<file path="config.mk">
export PLATFORM = sky130hd
export DESIGN_NAME = one_shot_timer_bank
export DESIGN_NICKNAME = d
export VERILOG_FILES = /design/src/ostb_pkg.sv /design/src/ostb_cell.sv /design/src/ostb_ctrl.sv /design/src/one_shot_timer_bank.sv
export SDC_FILE = /design/constraint.sdc
export NUM_CORES = 1
export LEC_CHECK = 0
export ABC_CLOCK_PERIOD_IN_PS = 3800
export BUFFER_PORTS_ARGS = -buffer_cell sky130_fd_sc_hd__buf_4
export CAP_MARGIN = 20
export CORE_ASPECT_RATIO = 1.1
export CORE_MARGIN = 4
export CORE_UTILIZATION = 55
export DETAILED_ROUTE_END_ITERATION = 7
export PLACE_DENSITY = 0.71
export SLEW_MARGIN = 20
export SYNTH_ARGS = -nofsm -noshare
export SYNTH_HDL_FRONTEND = slang
export SYNTH_SLANG_ARGS = --single-unit
</file>
<file path="constraint.sdc">
create_clock -name clk -period 3.8 [get_ports clk]
set_input_delay 0.57 -clock clk [delete_from_list [all_inputs] [get_ports clk]]
set_output_delay 0.57 -clock clk [all_outputs]
set_load 0.02 [all_outputs]
</file>
<file path="src/ostb_pkg.sv">
// ----------------------------------------------------------------------------
// ostb_pkg
// Shared types and constants for the one-shot timer bank.
// ----------------------------------------------------------------------------
package ostb_pkg;

  localparam int NUM_TIMERS_DEF = 8;
  localparam int COUNT_BITS_DEF = 16;
  localparam int ID_W           = 3;
  localparam int TAG_W          = 16;
  localparam int TICK_W         = 16;

  typedef enum logic [1:0] {
    CMD_TICK  = 2'd0,
    CMD_START = 2'd1,
    CMD_STOP  = 2'd2
  } cmd_t;

  typedef enum logic {
    ST_IDLE = 1'b0,
    ST_SCAN = 1'b1
  } state_t;

  typedef struct packed {
    logic [1:0]        command;
    logic [ID_W-1:0]   timer_id;
    logic              deferred_mode;
    logic [TICK_W-1:0] tick_count;
    logic [TAG_W-1:0]  handler_tag;
  } in_t;

  typedef struct packed {
    logic [ID_W-1:0]  expired_id;
    logic             expired_deferred;
    logic [TAG_W-1:0] expired_tag;
    logic             last;
  } out_t;

  // per-cell control, shared by all cells except start and stop
  typedef struct packed {
    logic tick;
    logic rotate;
    logic start;
    logic stop;
  } cell_ctl_t;

  // what the head cell of the ring shows the sequencer
  typedef struct packed {
    logic             expired;
    logic             mode;
    logic [TAG_W-1:0] tag;
    logic             more;
  } head_t;

endpackage

</file>
<file path="src/ostb_cell.sv">
// ----------------------------------------------------------------------------
// ostb_cell
// One timer of the bank: count, tag, mode, running and expired flags.
// Decrements on tick, loads on start, clears running on stop, shifts to its ring neighbor on rotate.
// ----------------------------------------------------------------------------
module ostb_cell
  import ostb_pkg::*;
#(
  parameter int COUNT_BITS = COUNT_BITS_DEF
) (
  input  logic                  clk,
  input  logic                  rst_n,
  input  cell_ctl_t             ctl,
  input  logic                  ld_mode,
  input  logic [TICK_W-1:0]     ld_count,
  input  logic [TAG_W-1:0]      ld_tag,
  input  logic                  nb_run,
  input  logic                  nb_exp,
  input  logic                  nb_mode,
  input  logic [TAG_W-1:0]      nb_tag,
  input  logic [COUNT_BITS-1:0] nb_rem,
  output logic                  run,
  output logic                  exp_flag,
  output logic                  mode,
  output logic [TAG_W-1:0]      tag,
  output logic [COUNT_BITS-1:0] rem
);

  logic                  run_r, run_nxt;
  logic                  exp_r, exp_nxt;
  logic                  mode_r, mode_nxt;
  logic [TAG_W-1:0]      tag_r, tag_nxt;
  logic [COUNT_BITS-1:0] rem_r, rem_nxt;
  logic [COUNT_BITS-1:0] dec;

  assign dec = rem_r - COUNT_BITS'(1);

  always_comb begin
    run_nxt  = run_r;
    exp_nxt  = exp_r;
    mode_nxt = mode_r;
    tag_nxt  = tag_r;
    rem_nxt  = rem_r;
    if (ctl.rotate) begin
      run_nxt  = nb_run;
      exp_nxt  = nb_exp;
      mode_nxt = nb_mode;
      tag_nxt  = nb_tag;
      rem_nxt  = nb_rem;
    end else if (ctl.start) begin
      run_nxt  = 1'b1;
      mode_nxt = ld_mode;
      tag_nxt  = ld_tag;
      rem_nxt  = COUNT_BITS'(ld_count);
    end else if (ctl.stop) begin
      run_nxt = 1'b0;
    end else if (ctl.tick) begin
      exp_nxt = 1'b0;
      if (run_r) begin
        rem_nxt = dec;
        // reaching zero stops the timer and flags it for the report scan
        if (dec == '0) begin
          run_nxt = 1'b0;
          exp_nxt = 1'b1;
        end
      end
    end
  end

  always_ff @(posedge clk) begin
    if (!rst_n) begin
      run_r  <= 1'b0;
      exp_r  <= 1'b0;
      mode_r <= 1'b0;
    end else begin
      run_r  <= run_nxt;
      exp_r  <= exp_nxt;
      mode_r <= mode_nxt;
    end
  end

  always_ff @(posedge clk) begin
    tag_r <= tag_nxt;
    rem_r <= rem_nxt;
  end

  assign run      = run_r;
  assign exp_flag = exp_r;
  assign mode     = mode_r;
  assign tag      = tag_r;
  assign rem      = rem_r;

endmodule

</file>
<file path="src/ostb_ctrl.sv">
// ----------------------------------------------------------------------------
// ostb_ctrl
// Sequencer: walks the ring once per tick and registers one expiry report
// per expired timer in the output stage.
// ----------------------------------------------------------------------------
module ostb_ctrl
  import ostb_pkg::*;
#(
  parameter int NUM_TIMERS = NUM_TIMERS_DEF
) (
  input  logic  clk,
  input  logic  rst_n,
  input  logic  in_valid,
  input  logic  tick_cmd,
  output logic  in_ready,
  input  head_t head,
  output logic  rotate,
  output logic  out_valid,
  input  logic  out_ready,
  output out_t  out_data
);

  localparam int IDX_W = (NUM_TIMERS > 1) ? $clog2(NUM_TIMERS) : 1;
  localparam logic [IDX_W-1:0] LAST_IDX = IDX_W'(NUM_TIMERS - 1);

  state_t           state_r, state_nxt;
  logic [IDX_W-1:0] idx_r, idx_nxt;
  logic             ov_r, ov_nxt;
  out_t             od_r, od_nxt;
  logic             step;

  always_comb begin
    state_nxt = state_r;
    idx_nxt   = idx_r;
    ov_nxt    = ov_r;
    od_nxt    = od_r;
    step      = 1'b0;
    in_ready  = 1'b0;
    if (out_ready) begin
      ov_nxt = 1'b0;
    end
    unique case (state_r)
      ST_IDLE: begin
        in_ready = 1'b1;
        if (in_valid && tick_cmd) begin
          state_nxt = ST_SCAN;
          idx_nxt   = '0;
        end
      end
      ST_SCAN: begin
        // advance the ring only when the output stage can take a beat
        step = !ov_r || out_ready;
        if (step) begin
          if (head.expired) begin
            ov_nxt                  = 1'b1;
            od_nxt.expired_id       = ID_W'(idx_r);
            od_nxt.expired_deferred = head.mode;
            od_nxt.expired_tag      = head.tag;
            od_nxt.last             = !head.more;
          end
          if (idx_r == LAST_IDX) begin
            state_nxt = ST_IDLE;
            idx_nxt   = '0;
          end else begin
            idx_nxt = idx_r + IDX_W'(1);
          end
        end
      end
      default: begin
        state_nxt = ST_IDLE;
      end
    endcase
  end

  always_ff @(posedge clk) begin
    if (!rst_n) begin
      state_r <= ST_IDLE;
      idx_r   <= '0;
      ov_r    <= 1'b0;
    end else begin
      state_r <= state_nxt;
      idx_r   <= idx_nxt;
      ov_r    <= ov_nxt;
    end
  end

  always_ff @(posedge clk) begin
    od_r <= od_nxt;
  end

  assign rotate    = step;
  assign out_valid = ov_r;
  assign out_data  = od_r;

endmodule

</file>
<file path="src/one_shot_timer_bank.sv">
// ----------------------------------------------------------------------------
// one_shot_timer_bank
// Bank of one-shot countdown timers built as a ring of timer cells.
// ----------------------------------------------------------------------------
// Usage:
//   in_*  channel (valid/ready) carries commands: tick, start or stop.
//   Start loads count, handler tag and mode into one cell and marks it
//   running; stop clears the running mark. Both report nothing.
//   Start or stop with an index beyond the bank is dropped.
//   A tick decrements every running cell at once, then the ring rotates
//   NUM_TIMERS steps past the head cell; each expired timer seen at the
//   head becomes one out_* beat, in ascending index order, with last set
//   on the final report of that tick. A tick holds in_ready low for the
//   whole scan, which stalls in any step in which out_ready is low while
//   a report waits.
//   The output register holds its beat while out_ready is low; the next
//   command is taken once the scan ends, even if the last report still waits.
//   Reset (rst_n low, synchronous) stops all timers and empties the output
//   stage; counts and tags are only meaningful after a start.
// ----------------------------------------------------------------------------
module one_shot_timer_bank
  import ostb_pkg::*;
#(
  parameter int NUM_TIMERS = NUM_TIMERS_DEF,
  parameter int COUNT_BITS = COUNT_BITS_DEF
) (
  input  logic clk,
  input  logic rst_n,
  input  logic in_valid,
  output logic in_ready,
  input  in_t  in_data,
  output logic out_valid,
  input  logic out_ready,
  output out_t out_data
);

  logic                  run_v  [NUM_TIMERS];
  logic                  exp_v  [NUM_TIMERS];
  logic                  mode_v [NUM_TIMERS];
  logic [TAG_W-1:0]      tag_v  [NUM_TIMERS];
  logic [COUNT_BITS-1:0] rem_v  [NUM_TIMERS];
  logic [NUM_TIMERS-1:0] run_bits, exp_bits;

  logic  in_beat, tick_cmd, rotate;
  head_t head;

  assign in_beat  = in_valid && in_ready;
  assign tick_cmd = (in_data.command == CMD_TICK);

  genvar k;
  generate
    for (k = 0; k < NUM_TIMERS; k++) begin : g_cell
      localparam int NB = (k + 1) % NUM_TIMERS;
      cell_ctl_t ctl;
      logic      nb_exp;
      logic      sel;

      assign sel = (int'(in_data.timer_id) == k);
      assign ctl.tick   = in_beat && tick_cmd;
      assign ctl.rotate = rotate;
      assign ctl.start  = in_beat && sel && (in_data.command == CMD_START);
      assign ctl.stop   = in_beat && sel && (in_data.command == CMD_STOP);
      // the head's flag is consumed as it wraps to the tail
      if (k == NUM_TIMERS - 1) begin : g_tail
        assign nb_exp = 1'b0;
      end else begin : g_body
        assign nb_exp = exp_v[NB];
      end

      ostb_cell #(
        .COUNT_BITS (COUNT_BITS)
      ) u_cell (
        .clk      (clk),
        .rst_n    (rst_n),
        .ctl      (ctl),
        .ld_mode  (in_data.deferred_mode),
        .ld_count (in_data.tick_count),
        .ld_tag   (in_data.handler_tag),
        .nb_run   (run_v[NB]),
        .nb_exp   (nb_exp),
        .nb_mode  (mode_v[NB]),
        .nb_tag   (tag_v[NB]),
        .nb_rem   (rem_v[NB]),
        .run      (run_v[k]),
        .exp_flag (exp_v[k]),
        .mode     (mode_v[k]),
        .tag      (tag_v[k]),
        .rem      (rem_v[k])
      );

      assign run_bits[k] = run_v[k];
      assign exp_bits[k] = exp_v[k];
    end
  endgenerate

  assign head.expired = exp_v[0];
  assign head.mode    = mode_v[0];
  assign head.tag     = tag_v[0];
  // any flag left behind the head means more reports follow
  assign head.more    = |(exp_bits >> 1);

  ostb_ctrl #(
    .NUM_TIMERS (NUM_TIMERS)
  ) u_ctrl (
    .clk       (clk),
    .rst_n     (rst_n),
    .in_valid  (in_valid),
    .tick_cmd  (tick_cmd),
    .in_ready  (in_ready),
    .head      (head),
    .rotate    (rotate),
    .out_valid (out_valid),
    .out_ready (out_ready),
    .out_data  (out_data)
  );

  a_tick_blocks: assert property (@(posedge clk) disable iff (!rst_n)
    in_valid && in_ready && tick_cmd |=> !in_ready)
    else $error("tick beat did not start the report scan");

  a_run_exp_excl: assert property (@(posedge clk) disable iff (!rst_n)
    (run_bits & exp_bits) == '0)
    else $error("timer both running and flagged expired");

  a_idle_no_flags: assert property (@(posedge clk) disable iff (!rst_n)
    in_ready |-> exp_bits == '0)
    else $error("expiry flag left over after scan");

  a_reset_ready: assert property (@(posedge clk)
    !rst_n |=> in_ready && !out_valid)
    else $error("bank not idle after reset");

endmodule
</file>
---- Word level (Yosys, flattened, before mapping) ----
Cells that the tools add are included.
storage, ports and cells
  bits in registers ....................... 306
  logic and storage cells ................. 365
  input bits .............................. 42
operators by class
  mux-type cells .......................... 178
  bitwise operators ....................... 4
  reduce and logical (&&, ||, !) cells .... 93
  equal/unequal tests ..................... 34
  $add $sub $neg .......................... 9
operator list
  operator                                                              number
  16-bit 2-to-1 mux                                                     56
  16-bit zero test                                                      8
  16-bit by 1-bit subtractor with 16-bit output, second input constant  8
  1-bit 2-to-1 mux                                                      117
  3-bit AND reduction                                                   17
  3-bit nonzero test                                                    16
  4-bit nonzero test                                                    8
  2-bit != test, second input constant                                  15
  1-bit logical AND                                                     27
  3-bit by 2-bit != test with 1-bit output, second input constant       8
  2-bit nonzero test                                                    9
  3-bit == test, second input constant                                  5
  3-bit 2-to-1 mux                                                      3
  7-bit OR reduction                                                    1
  3-bit by 2-bit == test with 1-bit output, second input constant       2
  3-bit one-hot mux with 2 select lines                                 1
  1-bit NOT                                                             4
  3-bit by 1-bit adder with 3-bit output, second input constant         1
  3-bit by 1-bit == test with 1-bit output, second input constant       1
  3-bit zero test                                                       1
  2-bit by 1-bit == test with 1-bit output, second input constant       1
  2-bit == test, second input constant                                  1
  1-bit zero test                                                       2
  2-bit zero test                                                       1
  5 further kinds                                                       5

---- Depth between registers and ports, before layout ----
Gate-level depths: netlist of the first run.
  depth in word-level cells ............... 8
  mapped depth ............................ 10
  mapped depth without buffers ............ 8

---- Cells and area by module ----
Synthesis of the first run repeated with hierarchy kept, for this count alone.
second synthesis, totals
  cell total of the unflattened synthesis .. 1,508
  area, all modules ....................... 17,175.2 µm²
modules (own cells, without submodules)
  module                            sequential area each (µm²)  cells each  times used  area an instance (µm²)
  ostb_cell (g_cell[0].u_cell ...)  1,021.0                     178         6           2,000.7
  ostb_cell (g_cell[7].u_cell)      1,021.0                     178         1           2,016.9
  ostb_cell (g_cell[3].u_cell)      1,021.0                     179         1           2,008.2
  ostb_ctrl                         730.7                       49          1           874.6
  one_shot_timer_bank               0.0                         34          1           271.5

---- Worst setup path before layout of the first run ----
OpenSTA, ideal clock, no wires.
  kind .................................... input -> register
  start point ............................. input port in_data[37] (netlist bit)
  end point ............................... register g_cell[0].u_cell.rem_r[0], enable pin
  setup time .............................. 0.367 ns
  data required time ...................... 3.433 ns
  arrival ................................. 2.629 ns
  slack ................................... 0.804 ns
  stages .................................. 7
  path through ............................ nor2_1 > nand3_1 > nor3_2 > nor2_1 > inv_1 > clkbuf_1 > a21o_1
on the way
  word-level cells in the longest chain between the ends .. 4
ends and longest elaborated chain
  item                                                                                             line                                                                             source
  from (decl)                                                                                      one_shot_timer_bank.sv:31                                                        input in_t in_data,
  2-bit == test, or another cell as far along                                                      one_shot_timer_bank.sv:62                                                        assign ctl.stop = in_beat && sel && (in_data.command == CMD_STOP);
  1-bit logical AND, on equally long branches                                                      one_shot_timer_bank.sv:62, one_shot_timer_bank.sv:59, one_shot_timer_bank.sv:61
  3-bit by 2-bit != test with 1-bit output (no source line) or 3-bit nonzero test (tied branches)  -
  3-bit AND reduction (no source line) (*)                                                         -
  to (signal assigned)                                                                             ostb_cell.sv:84                                                                  rem_r <= rem_nxt;
  to (decl)                                                                                        ostb_cell.sv:33                                                                  logic [COUNT_BITS-1:0] rem_r, rem_nxt;
Every way passes the cells marked *; elsewhere a longest branch is shown, timed or not.
A chain may end at the register's enable or synchronous reset.

---- Worst setup path in the final report of the first run ----
  start point ............................. register g_cell[5].u_cell.rem_r[0]
  end point ............................... register g_cell[5].u_cell.run_r
on the way
  word-level cells in the longest chain between the ends .. 8
ends and longest elaborated chain
  item                                           line             source
  from (decl)                                    ostb_cell.sv:33
  from (signal assigned)                         ostb_cell.sv:84
  16-bit by 1-bit subtractor with 16-bit output  ostb_cell.sv:36  assign dec = rem_r - COUNT_BITS'(1);
  16-bit zero test                               ostb_cell.sv:62  if (dec == '0) begin
  1-bit 2-to-1 mux                               ostb_cell.sv:62
  1-bit 2-to-1 mux                               ostb_cell.sv:59  if (run_r) begin
  1-bit 2-to-1 mux                               ostb_cell.sv:57  end else if (ctl.tick) begin
  1-bit 2-to-1 mux                               ostb_cell.sv:55  end else if (ctl.stop) begin
  1-bit 2-to-1 mux                               ostb_cell.sv:50  end else if (ctl.start) begin
  1-bit 2-to-1 mux                               ostb_cell.sv:44  if (ctl.rotate) begin
  to (signal assigned)                           ostb_cell.sv:76  run_r <= run_nxt;
  to (decl)                                      ostb_cell.sv:29  logic run_r, run_nxt;
Every way passes these cells. The select of a mux whose other input is x is not followed.

==> flow_summary.yaml, run 1 <==
yosys:
  synth_top_area_share_pct: 50.82
  seq_area_frac_synth_pct: 54.36
  syn_nets: 1563
  synthTopCellsByArea: "edfxtp_1 (51%), a21o_1 (6.5%), a22oi_1 (4.6%)"
  yosys_warnings: 0
  yosysMostFrequentCell: "edfxtp_1"
  yosysTopAreaCell: "edfxtp_1"
  synthArstFlopShare_pct: 0
  synth_seq_cells: 306
  synth-edff-count: 277
  synth-main-ff-cell: "edfxtp_1"
  synth.distinct_cells: 73
  syn-cell-area_um2: 16370
  synthTopCellsByCount: "edfxtp_1 (277), a21o_1 (142), o21ai_0 (135)"
  synth.avg_cell_area_um2: 10.89
  netlist_instances: 1503
clocking:
  clockBufferDepth: 3
  path_clk_slew_ns: 0.06
  htree_num_levels: 2
  cts-resized-gates: 0
  cts_buffers: 35
  holdBufCountCts: 0
  cts-root-buf: "clkbuf_16"
  clkLatencyLatePin_ns: 0.52
  cts_sinks: 306
  post-cts-setup-buffer-count: 0
  cts_tree: "built"
floorplan:
  core_area_um2: 29030
  dieHeight_um: 188.9
  start_util_pct: 56.38
  fp.dieW_um: 172.5
  rows: 65
  io-pin-count: 65
  dieArea_um2: 32590
critical_path:
  r2r_slack_ns: 0.90
  max_stage_delay_ns: 0.48
  critPathKind: "flop to flop"
  crit_buf_inv: 1
  cp_max_fo: 8
  worstPathRequired_ns: 4.19
  regToRegStartpoint: "g_cell[5].u_cell.rem[0]"
  startpoint_type: "flop"
  worstPathCellList: "inv_1 > ha_1 > or3b_1 > or4_1 > xor2_1 > and4b_1 > nor4bb_1 > a21oi_1"
  cp.arrival_ns: 3.28
  slowest_stage: "edfxtp_1"
  path_delay_family: "simple AND/OR/NAND/NOR gates"
  crit_path_end_kind: "flop"
  r2r-end: "g_cell[5].u_cell.run"
  r2r_cells: 8
detailed_routing:
  viasPerCell: 6.603
  drcViolationCount: 0
  vias: 12410
  first_pass_iters: 5
  wire_per_inst_um: 23.43
  wirelength_mm: 44.05
  drtAntennaViolNets: 0
  initialDrtViolationCount: 1556
worst_hold_path:
  hp-start: "rst_n"
  worstHoldPathType: "primary input to flop"
  min_to: "g_cell[4].u_cell.run"
  whs_path_depth: 3
pwr:
  total_leakage_power_nw: 6.459
  power_density_nw_per_um2: 451.5
  vdd_drop_max_mv: 0.3154
timing:
  slew_headroom_pct: 34.75
  hold_viol: 0
  period_share_pct: 76.21
  finalCriticalPeriod_ns: 2.896
  drv_slew: 0
  rsz0062_at_grt: "no"
  finalSetupTns_ns: 0
  skew_ns: 0.009767
  hold_slack_ns: 0.4081
  max_freq_ghz: 0.3453
  tightest_slew_ns: 0.9746
  finalSetupViolCount: 0
final_layout:
  final-instance-count-excl-fill: 1880
  nets: 1550
  multi_input_area_um2: 6838
  area_delta_synth_final_pct: 10.95
  final_util_pct: 62.55
  drive_above_1_share_pct: 11.12
  fillCellCount: 2330
  register_area_um2: 8899
  fin_area_um2: 18160
placed_design:
  placement.io_buffers: 64
  dpl.hpwl_mm: 29.24
  dp.cells: 1821
  gp_congestion: 0.9357
  dpl_cell_area_um2: 17010
global_routing:
  grt_max_degree: 73
  grt_pass1_vias: 11830
  grt_pass1_wl_mm: 68.25
  grt_usage_pct: 26.61
  antenna_found_initial: 0
  grt-ovfl-total: 0
status:
  status: "finished, final reports clean"
job:
  drv_cap: 0
registers in the layout (all words and copies together), names as in the netlist:
signal / cells
g_cell.u_cell.tag: 128
g_cell.u_cell.rem: 128
u_ctrl.state_r: 1
u_ctrl.idx_r: 3
u_ctrl.out_data: 21
u_ctrl.out_valid: 1
g_cell.u_cell.run: 8
g_cell.u_cell.exp_flag: 8
g_cell.u_cell.mode: 8
per-stage QoR:
stage	power (mW)	worst slack, ns
global route	8.497	0.7235
floorplan	4.597	0.8040
CTS	8.254	0.9285
finish	8.199	0.9041
global placement	4.847	0.8777
detailed placement	4.869	0.8226
worst register-to-register path, cell delays in order, from the launching register on:
cell and delay, ns:
edfxtp_1 0.48, inv_1 0.10, ha_1 0.31, or3b_1 0.48, or4_1 0.47, xor2_1 0.19, and4b_1 0.23, nor4bb_1 0.39
a21oi_1 0.12
cell families (layout without fill, tap and decap cells):
logic type | count (synthesis) | count (layout) | share of synthesized area (%)
compound gates | 523 | 523 | 21.73
xor+xnor | 96 | 96 | 5.137
fa+ha+maj | 18 | 18 | 1.376
buf+inv | 172 | 180 | 4.135
flops | 306 | 306 | 54.36
mux | 12 | 12 | 0.7339
other cells | 0 | 1 | 0
simple gates | 376 | 376 | 12.52
worst max-delay path by stage:
stage	start	endpoint	slack, ns	cells past startpoint
after detailed placement	in_data[37]	g_cell[4].u_cell.tag[15]	0.82	8
after global routing	u_ctrl.state_r	g_cell[4].u_cell.tag[4]	0.72	8
final	g_cell[5].u_cell.rem[0]	g_cell[5].u_cell.run	0.90	8
after floorplan	in_data[37]	g_cell[0].u_cell.rem[0]	0.80	7
after global placement	in_data[37]	g_cell[4].u_cell.tag[15]	0.88	8
after CTS	g_cell[5].u_cell.rem[0]	g_cell[5].u_cell.run	0.93	8
cell usage in the layout (no fill, tap or decap), types with 6 or more instances in the layout:
master,count
edfxtp_1,277
a21o_1,142
o21ai_0,134
a22oi_1,101
nor2_1,97
buf_4,91
xnor2_1,71
nand2_1,63
a21oi_1,43
nor3_1,36
clkbuf_16,36
inv_1,30
nor4_1,29
dfxtp_1,29
xor2_1,25
and2_1,19
nand3_1,18
or4_1,18
ha_1,18
a211oi_1,16
o31ai_1,15
nand4_1,12
mux2i_1,12
a221o_1,12
nor3b_1,11
or3_1,10
nand2b_1,8
nand3b_1,7
nor4b_1,7
clkbuf_1,7
a31oi_1,6
o21a_1,6
metal layers:
layer	part of all wire, %	GRT usage (%)	wire length [um]	vias to the layer above
met5	0	0	0	-
met4	3.6	8.800	1569	0
met3	7.1	4.134	3143	99
met2	48	43.57	21210	521
met1	41	36.37	18130	6090
li1	-	-	-	5704
power by group:
part / internal [mW] / leakage, nW / switching [mW] / total, mW
clock: 2.06 / 0.550 / 1.32 / 3.39
combinational: 0.288 / 3.13 / 0.468 / 0.756
sequential: 3.89 / 2.78 / 0.164 / 4.06
total: 6.25 / 6.46 / 1.95 / 8.20
area by class of cell:
type                    instances  share of cell area (%)
inverters                      30                  0.6201
clock inverters                12                  0.9715
multi-input cells            1025                   37.65
flip-flops and latches        306                   49.00
clock buffers                  46                   5.333
well taps                     368                   2.535
diodes                          1                 0.01378
repair buffers                 92                   3.872
No activity file was read; power rests on OpenSTA's default activity.
==> run 2, diff against run 1 <==
ABC_CLOCK_PERIOD_IN_PS = 2480   (was 3800)
PLACE_DENSITY = 0.74   (was 0.71)
clock period = 2.48 ns   (was 3.8 ns; I/O delays follow)
==> flow_summary.yaml, run 2 (synthesis gave the netlist of run 1 again) <==
status:
  status: "finished, final reports clean"
detailed_routing:
  wl_met1_mm: 18.57
  wirelength_mm: 45.83
  dr.max_layer_used: "met4"
  drtAntennaViolNets: 0
  first_pass_iters: 6
  met2_wirelength_mm: 21.92
  vias: 12790
  viasPerCell: 6.490
  drcViolationCount: 0
  wire_per_inst_um: 23.26
  wl_met3_mm: 3.347
  initialDrtViolationCount: 1487
critical_path:
  worstPathCellList: "or4_1 > nor4_2 > xnor2_1 > nand2_1 > or4_1 > o21ai_1"
  startpoint_type: "flop"
  critPathKind: "flop to flop"
  slowest_stage: "or4_1"
  cp.arrival_ns: 2.78
  regToRegStartpoint: "g_cell[3].u_cell.rem[5]"
  startpoint: "g_cell[3].u_cell.rem[5]"
  worstPathRequired_ns: 2.91
  max_stage_delay_ns: 0.56
  cpMostUsedCell: "or4_1"
  cp_max_fo: 6
  crit_path_end_kind: "flop"
final_layout:
  mostFrequentLayoutCells: "edfxtp_1 (277), buf_4 (171), a21o_1 (141), o21ai_0 (134), a22oi_1 (101)"
  fillCellCount: 2224
  multi_input_area_um2: 6900
  drive_above_1_share_pct: 17.17
  final_common_cell: "edfxtp_1"
  area_delta_synth_final_pct: 16.28
  register_area_um2: 8899
  n_antenna_cell: 0
  nets: 1638
floorplan:
  core_area_um2: 29030
  start_util_pct: 56.38
  dieHeight_um: 188.9
  io-pin-count: 65
  fp.dieW_um: 172.5
  rows: 65
  dieArea_um2: 32590
worst_hold_path:
  worstHoldPathType: "primary input to flop"
  hp-start: "rst_n"
placed_design:
  placement.io_buffers: 64
  dpl.hpwl_mm: 30.72
  gp_congestion: 0.9069
pwr:
  power.switching_mw: 3.094
  switching_share_pct: 23.96
  power_density_nw_per_um2: 678.4
  total_leakage_power_nw: 6.962
  internal_power_mw: 9.818
  p_comb_share_pct: 10.7
  pwr-share-clk_pct: 41.8
  vdd_drop_max_mv: 0.4823
  pwr-share-seq_pct: 47.6
timing:
  slew_headroom_pct: 53.78
  finalCriticalPeriod_ns: 2.354
  period_share_pct: 94.92
  finalSetupViolCount: 0
  finalSetupTns_ns: 0
  rsz0062_at_grt: "no"
  hold_slack_ns: 0.2164
  drv_slew: 0
  max_freq_ghz: 0.4248
  tightest_slew_ns: 0.6933
  skew_ns: 0.02208
  hold_viol: 0
clocking:
  cts-root-buf: "clkbuf_16"
  htree_num_levels: 2
  clkLatencyLatePin_ns: 0.51
  clockBufferDepth: 3
  cts_sinks: 306
  holdBufCountCts: 0
  cts_tree: "built"
  cts_buffers: 34
  path_clk_slew_ns: 0.06
global_routing:
  grt_pass1_vias: 12630
  antenna_found_initial: 0
  grt_usage_pct: 27.62
  grt_pass1_wl_mm: 71.08
  grt-ovfl-total: 0
  grt_max_degree: 75
job:
  drv_cap: 0
run 2: power by group through the flow:
| stage | clock network, mW | logic, mW | registers [mW] |
|---|---|---|---|
| 2_1_floorplan | 0 | 0.865 | 6.18 |
| 3_3_place_gp | 0 | 1.32 | 6.24 |
| 3_5_place_dp | 0 | 1.35 | 6.24 |
| 4_1_cts | 5.45 | 1.36 | 6.14 |
| 5_1_grt | 5.67 | 1.49 | 6.17 |
| 6_report | 5.39 | 1.38 | 6.14 |
run 2: final cells by class:
cell class	count	area share, %
Inverter	30	0.5916
Timing Repair Buffer	181	7.796
Multi-Input combinational cell	1025	36.25
Tap cell	368	2.419
Clock buffer	39	4.681
Clock inverter	21	1.505
Sequential cell	306	46.75
run 2: what timing repair did:
action / CTS / global route
resized for setup: 0 / 11
hold endpoints to repair: 0 / 0
setup buffers: 0 / 0
setup endpoints to repair: 0 / 8
run 2: routing by layer:
metal,GRT usage [%],vias up
li1,-,5881
met4,10.61,0
met1,37.23,6222
met5,0,-
met3,3.863,120
met2,45.34,563
run 2: final timing paths:
path	end	slack (ns)	cells after the start
worst max-delay path	g_cell[3].u_cell.exp_flag	0.13	6
worst min-delay path	g_cell[0].u_cell.exp_flag	0.22	3
worst max register to register	g_cell[3].u_cell.exp_flag	0.13	6
worst min register to register	u_ctrl.out_data[4]	0.45	0
run 2: per-stage QoR:
stage	area (um2)	std cells	total power [mW]	setup WS, ns	util [%]
after CTS	18970	1970	12.95	0.01784	65.34
after global routing	19030	1970	13.33	0.01153	65.55
after global placement	17790	1910	7.554	0.1606	61.29
after detailed placement	17790	1910	7.591	0.09081	61.29
after floorplan	16400	1503	7.046	0.008044	-
final	19030	1970	12.91	0.1259	65.55
run 2: worst max-delay path, delay by kind of cell, from the launching register on:
family,cells,cell delay [ns]
XOR/XNOR,1,0.19
AND/OR/NAND/NOR,4,1.49
AO/OA/AOI/OAI,1,0.10
flip-flops,1,0.49
